**config.mk**
```make
export PLATFORM = sky130hd
export DESIGN_NAME = bcd_adjust_unit
export DESIGN_NICKNAME = d
export VERILOG_FILES = /design/src/rtl/bau_pkg.sv /design/src/rtl/bau_div_slice.sv /design/src/rtl/bau_decode.sv /design/src/rtl/bau_flags.sv /design/src/rtl/bcd_adjust_unit.sv
export SDC_FILE = /design/constraint.sdc
export NUM_CORES = 1
export LEC_CHECK = 0
export ABC_AREA = 1
export BUFFER_PORTS_ARGS = -buffer_cell sky130_fd_sc_hd__buf_2
export CAP_MARGIN = 20
export CORE_MARGIN = 2
export CORE_UTILIZATION = 50
export DETAILED_ROUTE_END_ITERATION = 16
export PLACE_DENSITY = 0.68
export SLEW_MARGIN = 20
export SYNTH_ARGS = -nofsm -noshare
export SYNTH_HDL_FRONTEND = slang
export SYNTH_SLANG_ARGS = --single-unit
export TNS_END_PERCENT = 10
```
**constraint.sdc**
```tcl
create_clock -name i_clk -period 9.03 [get_ports i_clk]
set_clock_uncertainty 0.15 [all_clocks]
set_input_delay 2.2575 -clock i_clk [delete_from_list [all_inputs] [get_ports i_clk]]
set_output_delay 2.2575 -clock i_clk [all_outputs]
set_load 0.01 [all_outputs]
```
**src/rtl/bau_pkg.sv**
```systemverilog
// ---------------------------------------------------------------------------
// bau_pkg
// Shared types and constants for the decimal-adjust unit: instruction
// codes, per-word control bundle and the adjust constants.
// ---------------------------------------------------------------------------
package bau_pkg;

    typedef enum logic [2:0] {
        MODE_DAA = 3'd0,
        MODE_DAS = 3'd1,
        MODE_AAA = 3'd2,
        MODE_AAS = 3'd3,
        MODE_AAM = 3'd4,
        MODE_AAD = 3'd5
    } t_mode;

    localparam logic [7:0]  BCD_MAX      = 8'h99;
    localparam logic [7:0]  HI_ADJ       = 8'h60;
    localparam logic [7:0]  LO_ADJ       = 8'h06;
    localparam logic [15:0] AX_ADJ       = 16'h0106;
    localparam logic [7:0]  AAA_SF_LO    = 8'h7a;
    localparam logic [7:0]  AAA_SF_HI    = 8'hf9;
    localparam logic [7:0]  AAS_SF_LIM   = 8'h85;
    localparam logic [3:0]  AAA_OF_NIB   = 4'h7;
    localparam logic [7:0]  DAS_CF_LIM   = 8'h05;
    localparam logic [3:0]  DIGIT_MAX    = 4'd9;

    // quotient bits resolved per divider slice
    localparam int unsigned DIV_SLICE    = 4;

    // control bundle that travels with each word down the pipe
    typedef struct packed {
        logic use_div;    // aam with nonzero radix: value/ah come from divider
        logic use_mul;    // aad: value = ah*base + al
        logic mask_low;   // clear high nibble of AL after flag evaluation
        logic sf_val;     // sign taken from final value
        logic zf_val;     // zero taken from final value
        logic pf_val;     // parity taken from final value
        logic cf;
        logic af;
        logic of;
        logic sf;
        logic zf;
        logic pf;
        logic de;
    } t_ctl;

    typedef struct packed {
        logic cf;
        logic af;
        logic sf;
        logic zf;
        logic pf;
        logic of;
        logic de;
    } t_flags;

endpackage

```
**src/rtl/bau_div_slice.sv**
```systemverilog
// ---------------------------------------------------------------------------
// bau_div_slice
// Restoring divider slice: shifts in DIV_SLICE dividend bits and
// resolves one quotient bit per step.
// ---------------------------------------------------------------------------
module bau_div_slice
    import bau_pkg::*;
(
    input  logic [7:0]           i_rem,
    input  logic [DIV_SLICE-1:0] i_bits,
    input  logic [7:0]           i_divisor,
    output logic [7:0]           o_rem,
    output logic [DIV_SLICE-1:0] o_quo
);

    always_comb begin
        logic [8:0] part;
        part  = {1'b0, i_rem};
        o_quo = '0;
        for (int k = DIV_SLICE - 1; k >= 0; k--) begin
            part = {part[7:0], i_bits[k]};
            if (part >= {1'b0, i_divisor}) begin
                part     = part - {1'b0, i_divisor};
                o_quo[k] = 1'b1;
            end
        end
        // remainder stays below the divisor, so eight bits hold it
        o_rem = part[7:0];
    end

endmodule

```
**src/rtl/bau_decode.sv**
```systemverilog
// ---------------------------------------------------------------------------
// bau_decode
// First stage logic: decodes the instruction and performs the byte
// adjustments for daa, das, aaa and aas; sets up aam and aad.
// ---------------------------------------------------------------------------
module bau_decode
    import bau_pkg::*;
(
    input  logic [2:0] i_mode,
    input  logic [7:0] i_al,
    input  logic [7:0] i_ah,
    input  logic [7:0] i_base,
    input  logic       i_cf,
    input  logic       i_af,
    input  logic       i_of,
    input  logic       i_sf,
    input  logic       i_zf,
    input  logic       i_pf,
    output t_ctl       o_ctl,
    output logic [7:0] o_val,
    output logic [7:0] o_ah
);

    logic        w_lo_big;
    logic        w_hi_big;
    logic [7:0]  w_daa1;
    logic [7:0]  w_das1;
    logic [7:0]  w_das2;
    logic [15:0] w_ax_add;
    logic [15:0] w_ax_sub;

    assign w_lo_big = (i_al[3:0] > DIGIT_MAX);
    assign w_hi_big = (i_al > BCD_MAX) | i_cf;
    assign w_daa1   = w_hi_big ? i_al + HI_ADJ : i_al;
    assign w_das1   = w_hi_big ? i_al - HI_ADJ : i_al;
    assign w_das2   = (w_lo_big | i_af) ? w_das1 - LO_ADJ : w_das1;
    assign w_ax_add = {i_ah, i_al} + AX_ADJ;
    assign w_ax_sub = {i_ah, i_al} - AX_ADJ;

    always_comb begin
        // default: pass everything through unchanged
        o_ctl = '{use_div: 1'b0, use_mul: 1'b0, mask_low: 1'b0,
                  sf_val: 1'b0, zf_val: 1'b0, pf_val: 1'b0,
                  cf: i_cf, af: i_af, of: i_of, sf: i_sf, zf: i_zf,
                  pf: i_pf, de: 1'b0};
        o_val = i_al;
        o_ah  = i_ah;
        case (t_mode'(i_mode))
            MODE_DAA: begin
                o_ctl.cf     = w_hi_big;
                o_ctl.af     = w_lo_big | i_af;
                o_val        = (w_lo_big | i_af) ? w_daa1 + LO_ADJ : w_daa1;
                o_ctl.sf_val = 1'b1;
                o_ctl.zf_val = 1'b1;
                o_ctl.pf_val = 1'b1;
            end
            MODE_DAS: begin
                o_ctl.cf     = w_hi_big | ((w_lo_big | i_af) & (i_al <= DAS_CF_LIM));
                o_ctl.af     = w_lo_big | i_af;
                o_ctl.of     = i_al[7] & ~w_das2[7];
                o_val        = w_das2;
                o_ctl.sf_val = 1'b1;
                o_ctl.zf_val = 1'b1;
                o_ctl.pf_val = 1'b1;
            end
            MODE_AAA: begin
                o_ctl.mask_low = 1'b1;
                o_ctl.pf_val   = 1'b1;
                o_ctl.sf       = (i_al >= AAA_SF_LO) & (i_al <= AAA_SF_HI);
                if (w_lo_big) begin
                    o_ctl.of     = (i_al[7:4] == AAA_OF_NIB);
                    o_val        = w_ax_add[7:0];
                    o_ah         = w_ax_add[15:8];
                    o_ctl.cf     = 1'b1;
                    o_ctl.af     = 1'b1;
                    o_ctl.zf_val = 1'b1;
                end else if (i_af) begin
                    o_val    = w_ax_add[7:0];
                    o_ah     = w_ax_add[15:8];
                    o_ctl.of = 1'b0;
                    o_ctl.cf = 1'b1;
                    o_ctl.af = 1'b1;
                    o_ctl.zf = 1'b0;
                end else begin
                    o_ctl.of     = 1'b0;
                    o_ctl.cf     = 1'b0;
                    o_ctl.af     = 1'b0;
                    o_ctl.zf_val = 1'b1;
                end
            end
            MODE_AAS: begin
                o_ctl.mask_low = 1'b1;
                o_ctl.pf_val   = 1'b1;
                o_ctl.zf_val   = 1'b1;
                if (w_lo_big) begin
                    o_ctl.sf = (i_al > AAS_SF_LIM);
                    o_val    = w_ax_sub[7:0];
                    o_ah     = w_ax_sub[15:8];
                    o_ctl.of = 1'b0;
                    o_ctl.cf = 1'b1;
                    o_ctl.af = 1'b1;
                end else if (i_af) begin
                    o_ctl.of = i_al[7] & (i_al <= AAS_SF_LIM);
                    o_ctl.sf = (i_al < LO_ADJ) | (i_al > AAS_SF_LIM);
                    o_val    = w_ax_sub[7:0];
                    o_ah     = w_ax_sub[15:8];
                    o_ctl.cf = 1'b1;
                    o_ctl.af = 1'b1;
                end else begin
                    o_ctl.sf = i_al[7];
                    o_ctl.of = 1'b0;
                    o_ctl.cf = 1'b0;
                    o_ctl.af = 1'b0;
                end
            end
            MODE_AAM: begin
                if (i_base == '0) begin
                    o_ctl.de = 1'b1;
                end else begin
                    o_ctl.use_div = 1'b1;
                    o_ctl.cf      = 1'b0;
                    o_ctl.af      = 1'b0;
                    o_ctl.of      = 1'b0;
                    o_ctl.sf_val  = 1'b1;
                    o_ctl.zf_val  = 1'b1;
                    o_ctl.pf_val  = 1'b1;
                end
            end
            MODE_AAD: begin
                o_ctl.use_mul = 1'b1;
                o_ah          = '0;
                o_ctl.cf      = 1'b0;
                o_ctl.af      = 1'b0;
                o_ctl.of      = 1'b0;
                o_ctl.sf_val  = 1'b1;
                o_ctl.zf_val  = 1'b1;
                o_ctl.pf_val  = 1'b1;
            end
            default: begin
                o_ctl.de = 1'b0;
            end
        endcase
    end

endmodule

```
**src/rtl/bau_flags.sv**
```systemverilog
// ---------------------------------------------------------------------------
// bau_flags
// Last stage logic: evaluates sign, zero and parity of the adjusted low
// byte, merges them with the fixed flags and trims AL for aaa/aas.
// ---------------------------------------------------------------------------
module bau_flags
    import bau_pkg::*;
(
    input  t_ctl       i_ctl,
    input  logic [7:0] i_val,
    output logic [7:0] o_al,
    output t_flags     o_flags
);

    assign o_al = i_ctl.mask_low ? {4'h0, i_val[3:0]} : i_val;

    always_comb begin
        o_flags.cf = i_ctl.cf;
        o_flags.af = i_ctl.af;
        o_flags.of = i_ctl.of;
        o_flags.de = i_ctl.de;
        o_flags.sf = i_ctl.sf_val ? i_val[7] : i_ctl.sf;
        o_flags.zf = i_ctl.zf_val ? (i_val == '0) : i_ctl.zf;
        // parity comes from the value before the nibble trim
        o_flags.pf = i_ctl.pf_val ? ~^i_val : i_ctl.pf;
    end

endmodule

```
**src/rtl/bcd_adjust_unit.sv**
```systemverilog
// ---------------------------------------------------------------------------
// bcd_adjust_unit
// Decimal-adjust execution unit for daa, das, aaa, aas, aam and aad.
// ---------------------------------------------------------------------------
// Usage:
//   Input channel (i_in_valid / o_in_ready) takes one instruction word:
//   mode, AL, AH, radix byte and incoming flags. Output channel
//   (o_out_valid / i_out_ready) returns new AL, AH, flags and divide_error.
//   An accepted word passes through stages A, B and C in order and is
//   presented on the outputs from register C; one word is taken per cycle
//   while the receiver does not stall. Three register stages:
//     A: instruction decode, byte adjust, upper four quotient bits of the
//        aam divide, aad multiply.
//     B: lower four quotient bits, aad add, result select.
//     C: sign/zero/parity evaluation into the output register.
//   aam with a zero radix sets divide_error and passes AL, AH and flags.
//   Reset (synchronous, active low) empties all stages. When the receiver
//   stalls, each stage holds its word and only empty stages fill, so
//   o_in_ready drops once all three stages are full.
// ---------------------------------------------------------------------------
module bcd_adjust_unit
    import bau_pkg::*;
(
    input  logic       i_clk,
    input  logic       i_rst_n,
    input  logic       i_in_valid,
    output logic       o_in_ready,
    input  logic [2:0] i_mode,
    input  logic [7:0] i_al_in,
    input  logic [7:0] i_ah_in,
    input  logic [7:0] i_base,
    input  logic       i_carry_in,
    input  logic       i_aux_in,
    input  logic       i_overflow_in,
    input  logic       i_sign_in,
    input  logic       i_zero_in,
    input  logic       i_parity_in,
    output logic       o_out_valid,
    input  logic       i_out_ready,
    output logic [7:0] o_al_out,
    output logic [7:0] o_ah_out,
    output logic       o_carry_out,
    output logic       o_aux_out,
    output logic       o_sign_out,
    output logic       o_zero_out,
    output logic       o_parity_out,
    output logic       o_overflow_out,
    output logic       o_divide_error
);

    // stage enables
    logic w_en_a;
    logic w_en_b;
    logic w_en_c;

    // stage A
    t_ctl                 w_ctl_a;
    logic [7:0]           w_val_a;
    logic [7:0]           w_ah_a;
    logic [7:0]           w_rem_a;
    logic [DIV_SLICE-1:0] w_quo_a;
    logic [7:0]           w_prod_a;

    logic                 r_a_valid;
    t_ctl                 r_a_ctl;
    logic [7:0]           r_a_val;
    logic [7:0]           r_a_ah;
    logic [7:0]           r_a_rem;
    logic [DIV_SLICE-1:0] r_a_quo;
    logic [7:0]           r_a_base;
    logic [7:0]           r_a_prod;

    // stage B
    logic [7:0]           w_rem_b;
    logic [DIV_SLICE-1:0] w_quo_b;
    logic [7:0]           n_b_val;
    logic [7:0]           n_b_ah;

    logic                 r_b_valid;
    t_ctl                 r_b_ctl;
    logic [7:0]           r_b_val;
    logic [7:0]           r_b_ah;

    // stage C
    logic [7:0]           w_al_c;
    t_flags               w_flags_c;

    logic                 r_c_valid;
    logic [7:0]           r_c_al;
    logic [7:0]           r_c_ah;
    t_flags               r_c_flags;

    assign w_en_c     = ~r_c_valid | i_out_ready;
    assign w_en_b     = ~r_b_valid | w_en_c;
    assign w_en_a     = ~r_a_valid | w_en_b;
    assign o_in_ready = w_en_a;

    bau_decode u_decode (
        .i_mode (i_mode),
        .i_al   (i_al_in),
        .i_ah   (i_ah_in),
        .i_base (i_base),
        .i_cf   (i_carry_in),
        .i_af   (i_aux_in),
        .i_of   (i_overflow_in),
        .i_sf   (i_sign_in),
        .i_zf   (i_zero_in),
        .i_pf   (i_parity_in),
        .o_ctl  (w_ctl_a),
        .o_val  (w_val_a),
        .o_ah   (w_ah_a)
    );

    bau_div_slice u_div_hi (
        .i_rem     (8'h00),
        .i_bits    (i_al_in[7:DIV_SLICE]),
        .i_divisor (i_base),
        .o_rem     (w_rem_a),
        .o_quo     (w_quo_a)
    );

    // only the low byte of the aad product survives
    assign w_prod_a = 8'(i_ah_in * i_base);

    always_ff @(posedge i_clk) begin
        if (!i_rst_n) begin
            r_a_valid <= 1'b0;
        end else if (w_en_a) begin
            r_a_valid <= i_in_valid;
        end
    end

    always_ff @(posedge i_clk) begin
        if (w_en_a) begin
            r_a_ctl  <= w_ctl_a;
            r_a_val  <= w_val_a;
            r_a_ah   <= w_ah_a;
            r_a_rem  <= w_rem_a;
            r_a_quo  <= w_quo_a;
            r_a_base <= i_base;
            r_a_prod <= w_prod_a;
        end
    end

    bau_div_slice u_div_lo (
        .i_rem     (r_a_rem),
        .i_bits    (r_a_val[DIV_SLICE-1:0]),
        .i_divisor (r_a_base),
        .o_rem     (w_rem_b),
        .o_quo     (w_quo_b)
    );

    always_comb begin
        n_b_val = r_a_val;
        n_b_ah  = r_a_ah;
        if (r_a_ctl.use_div) begin
            n_b_val = w_rem_b;
            n_b_ah  = {r_a_quo, w_quo_b};
        end else if (r_a_ctl.use_mul) begin
            n_b_val = r_a_prod + r_a_val;
        end
    end

    always_ff @(posedge i_clk) begin
        if (!i_rst_n) begin
            r_b_valid <= 1'b0;
        end else if (w_en_b) begin
            r_b_valid <= r_a_valid;
        end
    end

    always_ff @(posedge i_clk) begin
        if (w_en_b) begin
            r_b_ctl <= r_a_ctl;
            r_b_val <= n_b_val;
            r_b_ah  <= n_b_ah;
        end
    end

    bau_flags u_flags (
        .i_ctl   (r_b_ctl),
        .i_val   (r_b_val),
        .o_al    (w_al_c),
        .o_flags (w_flags_c)
    );

    always_ff @(posedge i_clk) begin
        if (!i_rst_n) begin
            r_c_valid <= 1'b0;
        end else if (w_en_c) begin
            r_c_valid <= r_b_valid;
        end
    end

    always_ff @(posedge i_clk) begin
        if (w_en_c) begin
            r_c_al    <= w_al_c;
            r_c_ah    <= r_b_ah;
            r_c_flags <= w_flags_c;
        end
    end

    assign o_out_valid    = r_c_valid;
    assign o_al_out       = r_c_al;
    assign o_ah_out       = r_c_ah;
    assign o_carry_out    = r_c_flags.cf;
    assign o_aux_out      = r_c_flags.af;
    assign o_sign_out     = r_c_flags.sf;
    assign o_zero_out     = r_c_flags.zf;
    assign o_parity_out   = r_c_flags.pf;
    assign o_overflow_out = r_c_flags.of;
    assign o_divide_error = r_c_flags.de;

endmodule
```
==> impl_metrics.py, run 1 <==
metrics = {
    "worst_setup_path": {
        "critPathKind": "in2reg",
        "critPathLaunchType": "primary input",
        "cpMostUsedCell": "nand2_1",
        "path_buf_inv": 7,
        "reg2regPathDepth": 43,
        "cp.arrival_ns": 8.35,
        "crit_family": "simple AND/OR/NAND/NOR gates",
        "critPathMaxStageDelay_ns": 0.32,
        "slowest_stage": "ha_1",
        "critPathMaxFanout": 11,
        "reg2reg_slack_ns": 1.73,
        "r2r_end": "r_b_val[7]$_DFFE_PP_",
        "critPathRequiredTime_ns": 8.99,
        "cp-end-kind": "flip-flop",
        "worstReg2RegStart": "r_a_base[1]$_DFFE_PP_",
    },
    "clock_tree": {
        "clkLatencyLatePin_ns": 0.35,
        "cts_setup_buffers": 0,
        "cts_root_buf": "clkbuf_16",
        "path_clk_slew_ns": 0.08,
        "numCtsBuffers": 9,
        "htreeDepth": 3,
        "cts_sinks": 110,
        "cts_max_path_buffers": 2,
        "cts_tree": "built",
    },
    "sta": {
        "worst_slew_pin_slew_ns": 1.01,
        "max_freq_mhz": 119,
        "rsz0062_at_grt": "no",
        "period_minus_slack_ns": 8.39,
        "hold_viol": 0,
        "final_max_slew_viol_count": 0,
        "slew_headroom_pct": 32.3,
        "fin_tns_setup_ns": 0,
        "period_share_pct": 92.9,
        "setup_viol": 0,
    },
    "synthesis": {
        "ys_seq_area_share_pct": 33.7,
        "synth_area_leaders": "edfxtp_1 33%, ha_1 12%, nand2_1 11%, inv_1 7.8%, fa_1 4.1%",
        "ys_ff_latch": 110,
        "synth.avg_cell_area_um2": 8.12,
        "synthArstFlopShare_pct": 0,
        "synth-main-ff-cell": "edfxtp_1",
        "synth.distinct_cells": 63,
        "synth-edff-count": 107,
        "yosysTopAreaCell": "edfxtp_1",
        "syn_area_um2": 9710,
        "synth.top_cell.area_share_pct": 33.1,
        "syn-num-nets": 1344,
        "yosysWarnings": 0,
        "netlist_instances": 1196,
    },
    "detailed_routing": {
        "wl_per_cell_um": 14.5,
        "drc": 0,
        "viasPerCell": 5.22,
        "ant_nets": 0,
        "vias": 7926,
        "drt_wl_total_mm": 22.0,
        "drt_iter0_drc": 605,
        "drt-pass1-iter-count": 5,
    },
    "finish": {
        "drive_above_1_share_pct": 11.4,
        "final_cell_area_um2": 10600,
        "final_nets": 1401,
        "largestRegisters": "r_a_ctl (13), r_b_ctl (11)",
        "largest_register_ffs": 13,
        "regMostFlops": "r_a_ctl",
        "area_delta_synth_final_pct": 9.20,
        "n_antenna_cell": 0,
    },
    "floorplanning": {
        "die_y_um": 143,
        "rows": 50,
        "initial_core_util_pct": 51.4,
        "core_um2": 18900,
        "die_w_um": 143,
        "io_pins": 62,
        "die_area_um2": 20600,
    },
    "global_route": {
        "grt_max_degree": 60,
        "grt_pass1_wl_mm": 36.3,
        "grtUsageTotal_pct": 22.2,
        "grt_overflow_total": 0,
        "grt_pass1_vias": 7399,
        "antenna_found_initial": 0,
    },
    "run": {
        "cap_violations": 0,
    },
    "placement": {
        "io_buffers": 61,
        "place_area_um2": 10300,
        "dp_hpwl_mm": 17.7,
        "gp_congestion": 0.880,
    },
    "min_path": {
        "hold_class": "reg2reg",
        "min_from": "r_a_ctl[9]$_DFFE_PP_",
        "whs_path_depth": 0,
        "whs_endpoint": "r_b_ctl[9]$_DFFE_PP_",
    },
    "pwr": {
        "leakage_nw": 5.18,
        "max-vdd-ir-drop_v": 0.000229,
        "powerDensity_nw_per_um2": 284,
    },
    "run_status": {
        "status": "complete, no violations",
    },
}
## Yosys cell counts, drive strengths merged, types with 2 or more instances
master	n
xor2	39
clkbuf	11
o21ai	68
ha	91
a32oi	2
o311ai	4
a21oi	78
o221ai	4
or3	2
a2111oi	3
or2	2
nand3	68
nand4	16
nand3b	2
inv	208
xnor2	25
o22ai	4
edfxtp	107
fa	20
buf	7
o21a	6
nor3	9
nand2	293
o21bai	3
dfxtp	3
o31ai	2
a21boi	4
o211ai	5
a31oi	4
nor2	93
o41ai	2
nor4	2
## cells by family after synthesis
group / after synthesis / synth area share, %
AO/OA/AOI/OAI: 195 / 12.5
XOR/XNOR: 64 / 5.77
adder cells (fa/ha/maj): 111 / 15.8
buffers and inverters: 226 / 8.94
flip-flops: 110 / 33.7
multiplexers: 1 / 0.116
AND/OR/NAND/NOR: 489 / 23.1
## report_power, final
group | leakage, nW | total [W] | internal [W] | switching, W
logic | 3.82 | 0.00191 | 0.000722 | 0.00119
clock network | 0.151 | 0.000393 | 0.000199 | 0.000194
registers | 1.20 | 0.000709 | 0.000675 | 0.0000343
## metrics by stage
| step | setup slack (ns) | util (%) | hold slack (ns) | power [W] | std cells |
|---|---|---|---|---|---|
| after CTS | 0.495 | 56.1 | 0.272 | 0.00302 | 1518 |
| after global placement | 0.404 | 54.4 | 0.252 | 0.00260 | 1502 |
| after global routing | 0.00465 | 56.1 | 0.280 | 0.00331 | 1518 |
| after detailed placement | 0.143 | 54.4 | 0.255 | 0.00262 | 1502 |
| final | 0.641 | 56.1 | 0.269 | 0.00301 | 1518 |
| after floorplan | 0.645 | - | 0.250 | 0.00224 | 1196 |
## metal layers
layer	routed length (um)	track usage, %	share of wire [%]
met5	0	0	0
met2	10200	36.6	46
met3	1240	3.57	5.6
met4	469	6.35	2.1
met1	10100	30.4	46
## layout by cell type (no fill, tap or decap), types with 5 or more instances in the layout
cell,n
nor3_1,9
o21ai_1,8
buf_2,61
nor2_1,81
nand2_1,277
nand2_2,10
inv_2,7
clkbuf_16,9
xor2_1,39
nand4_1,14
nand2_4,5
fa_1,20
nand3_4,6
edfxtp_1,107
a21oi_1,69
nor2_4,6
xnor2_1,25
ha_1,91
o21a_1,6
nand3_1,61
a21oi_2,7
nor2_2,5
inv_1,200
o21ai_0,56
## worst max-delay path by stage
stage / slack [ns] / end / start / cells after the start
after detailed placement: 0.14 / r_a_rem[6]$_DFFE_PP_ / i_al_in[7] / 42
after global routing: 0.005 / r_a_rem[0]$_DFFE_PP_ / i_al_in[7] / 43
final: 0.64 / r_a_rem[6]$_DFFE_PP_ / i_al_in[7] / 43
after CTS: 0.50 / r_a_rem[1]$_DFFE_PP_ / i_al_in[7] / 43
after global placement: 0.40 / r_a_rem[1]$_DFFE_PP_ / i_al_in[7] / 42
after floorplan: 0.64 / r_a_rem[1]$_DFFE_PP_ / i_al_in[7] / 42
## cell type report
cell class | count | area, um2
Tap cell | 260 | 325
Clock buffer | 9 | 225
Fill cell | 1744 | 8290
Sequential cell | 110 | 3270
Clock inverter | 7 | 86.3
Multi-Input combinational cell | 860 | 5590
Timing Repair Buffer | 64 | 328
Inverter | 208 | 781
## timing repair
item	CTS	global route
gates resized for setup	0	4
setup endpoints to repair	0	9
hold buffers	0	0
No activity file was read; power rests on OpenSTA's default activity.
==> inputs of run 2 (changes only) <==
Settings changed: CORE_UTILIZATION 50 to 45, PLACE_DENSITY 0.68 to not set.
==> impl_metrics.py, run 2 (same netlist as run 1, synthesis figures left out) <==
metrics = {
    "run_status": {
        "status": "complete, no violations",
    },
    "detailed_routing": {
        "drt_wl_total_mm": 22.7,
        "viasPerCell": 5.12,
        "wl_per_cell_um": 14.8,
        "drt-pass1-iter-count": 5,
        "drt_iter0_drc": 453,
        "ant_nets": 0,
        "vias": 7865,
        "drc": 0,
    },
    "clock_tree": {
        "cts_max_path_buffers": 2,
        "clkLatencyLatePin_ns": 0.36,
        "path_clk_slew_ns": 0.07,
        "postCtsHoldBufs": 0,
        "cts_sinks": 110,
        "cts_setup_buffers": 0,
        "htreeDepth": 3,
        "numCtsBuffers": 9,
        "cts_root_buf": "clkbuf_16",
        "cts_tree": "built",
    },
    "pwr": {
        "leakage_nw": 5.18,
        "powerDensity_nw_per_um2": 283,
        "max-vdd-ir-drop_v": 0.000193,
        "p_total_w": 0.00301,
    },
    "finish": {
        "area_delta_synth_final_pct": 9.47,
        "regMostFlops": "r_a_ctl",
        "largestRegisters": "r_a_ctl (13), r_b_ctl (11)",
        "n_antenna_cell": 0,
        "mostFrequentLayoutCell": "nand2_1",
        "final_cells": 1535,
        "drive_above_1_share_pct": 11.6,
        "final_cell_area_um2": 10600,
        "layout_common_cells": "276 x nand2_1, 200 x inv_1, 107 x edfxtp_1, 91 x ha_1, 81 x nor2_1",
        "final_nets": 1403,
        "largest_register_ffs": 13,
    },
    "sta": {
        "worst_slew_pin_slew_ns": 0.757,
        "rsz0062_at_grt": "no",
        "fin_tns_setup_ns": 0,
        "setup_viol": 0,
        "final_max_slew_viol_count": 0,
        "period_share_pct": 90.7,
        "period_minus_slack_ns": 8.19,
        "slew_headroom_pct": 49.3,
        "max_freq_mhz": 122,
        "hold_viol": 0,
        "timing.hold.ws_ns": 0.271,
    },
    "worst_setup_path": {
        "cp.arrival_ns": 8.16,
        "cpMostUsedCell": "nand2_1",
        "critPathMaxStageDelay_ns": 0.32,
        "path_buf_inv": 7,
        "critPathRequiredTime_ns": 9.00,
        "slowest_stage": "ha_1",
        "critPathKind": "in2reg",
        "reg2reg_slack_ns": 1.63,
        "critPathMaxFanout": 11,
        "critPathLaunchType": "primary input",
        "crit_family": "simple AND/OR/NAND/NOR gates",
        "cp-end-kind": "flip-flop",
    },
    "run": {
        "cap_violations": 0,
    },
    "floorplanning": {
        "rows": 53,
        "die_y_um": 151,
        "die_area_um2": 22800,
        "core_um2": 21100,
        "io_pins": 62,
        "die_w_um": 151,
        "initial_core_util_pct": 46.1,
    },
    "placement": {
        "gp_congestion": 0.916,
        "place_area_um2": 10300,
        "dp_hpwl_mm": 18.4,
        "io_buffers": 61,
        "dp_cells": 1518,
    },
    "global_route": {
        "grtUsageTotal_pct": 20.7,
        "grt_overflow_total": 0,
        "grt_max_degree": 59,
        "grt_pass1_wl_mm": 36.9,
        "grt_pass1_vias": 7237,
        "antenna_found_initial": 0,
    },
    "min_path": {
        "hold_class": "reg2reg",
    },
}
[run 2: path summary, 6_finish.rpt]
| check | startpoint | endpoint | cells past startpoint |
|---|---|---|---|
| worst max-delay path | i_al_in[7] | r_a_rem[1]$_DFFE_PP_ | 43 |
| worst min register to register | r_a_ctl[2]$_DFFE_PP_ | r_b_ctl[2]$_DFFE_PP_ | 0 |
| worst min-delay path | r_a_ctl[2]$_DFFE_PP_ | r_b_ctl[2]$_DFFE_PP_ | 0 |
| worst max register to register | r_a_base[1]$_DFFE_PP_ | r_b_val[7]$_DFFE_PP_ | 39 |
[run 2: cell type report]
class	count	area, um2
clock buffers	9	225
inverters	208	781
multi-input cells	860	5580
well taps	275	344
flip-flops and latches	110	3270
fillers	2086	10500
clock inverters	7	77.6
repair buffers	66	350
[run 2: where the power goes]
part	internal (W)	leakage (nW)	total, W	switching (W)
clock network	0.000196	0.144	0.000390	0.000194
logic	0.000723	3.84	0.00192	0.00119
registers	0.000675	1.20	0.000709	0.0000344
[run 2: metrics by stage]
step / setup WS (ns) / util [%]
2_1_floorplan: 0.645 / -
3_3_place_gp: 0.465 / 48.9
3_5_place_dp: 0.268 / 48.9
4_1_cts: 0.640 / 50.3
5_1_grt: 0.0516 / 50.4
6_report: 0.838 / 50.4
[run 2: worst reg2reg max path: cells and delay by family, from the launching register on]
kind | cells | cell delay [ns]
and+or+nand+nor | 22 | 2.38
AOI/OAI and AO/OA | 8 | 2.08
adders and majority gates | 4 | 1.37
buffers and inverters | 5 | 0.67
DFF | 1 | 0.50
[run 2: repair_timing]
action,4_1_cts,5_1_grt
gates resized for setup,0,3
endpoints found under the setup margin,0,9
endpoints found under the hold margin,0,0
[run 2: metal layers]
metal | wire length (um) | vias to the layer above | track usage [%]
met2 | 10600 | 131 | 34.0
met1 | 11100 | 3630 | 29.6
met4 | 241 | 0 | 4.53
met3 | 742 | 16 | 2.32
met5 | 0 | - | 0
li1 | - | 4088 | -
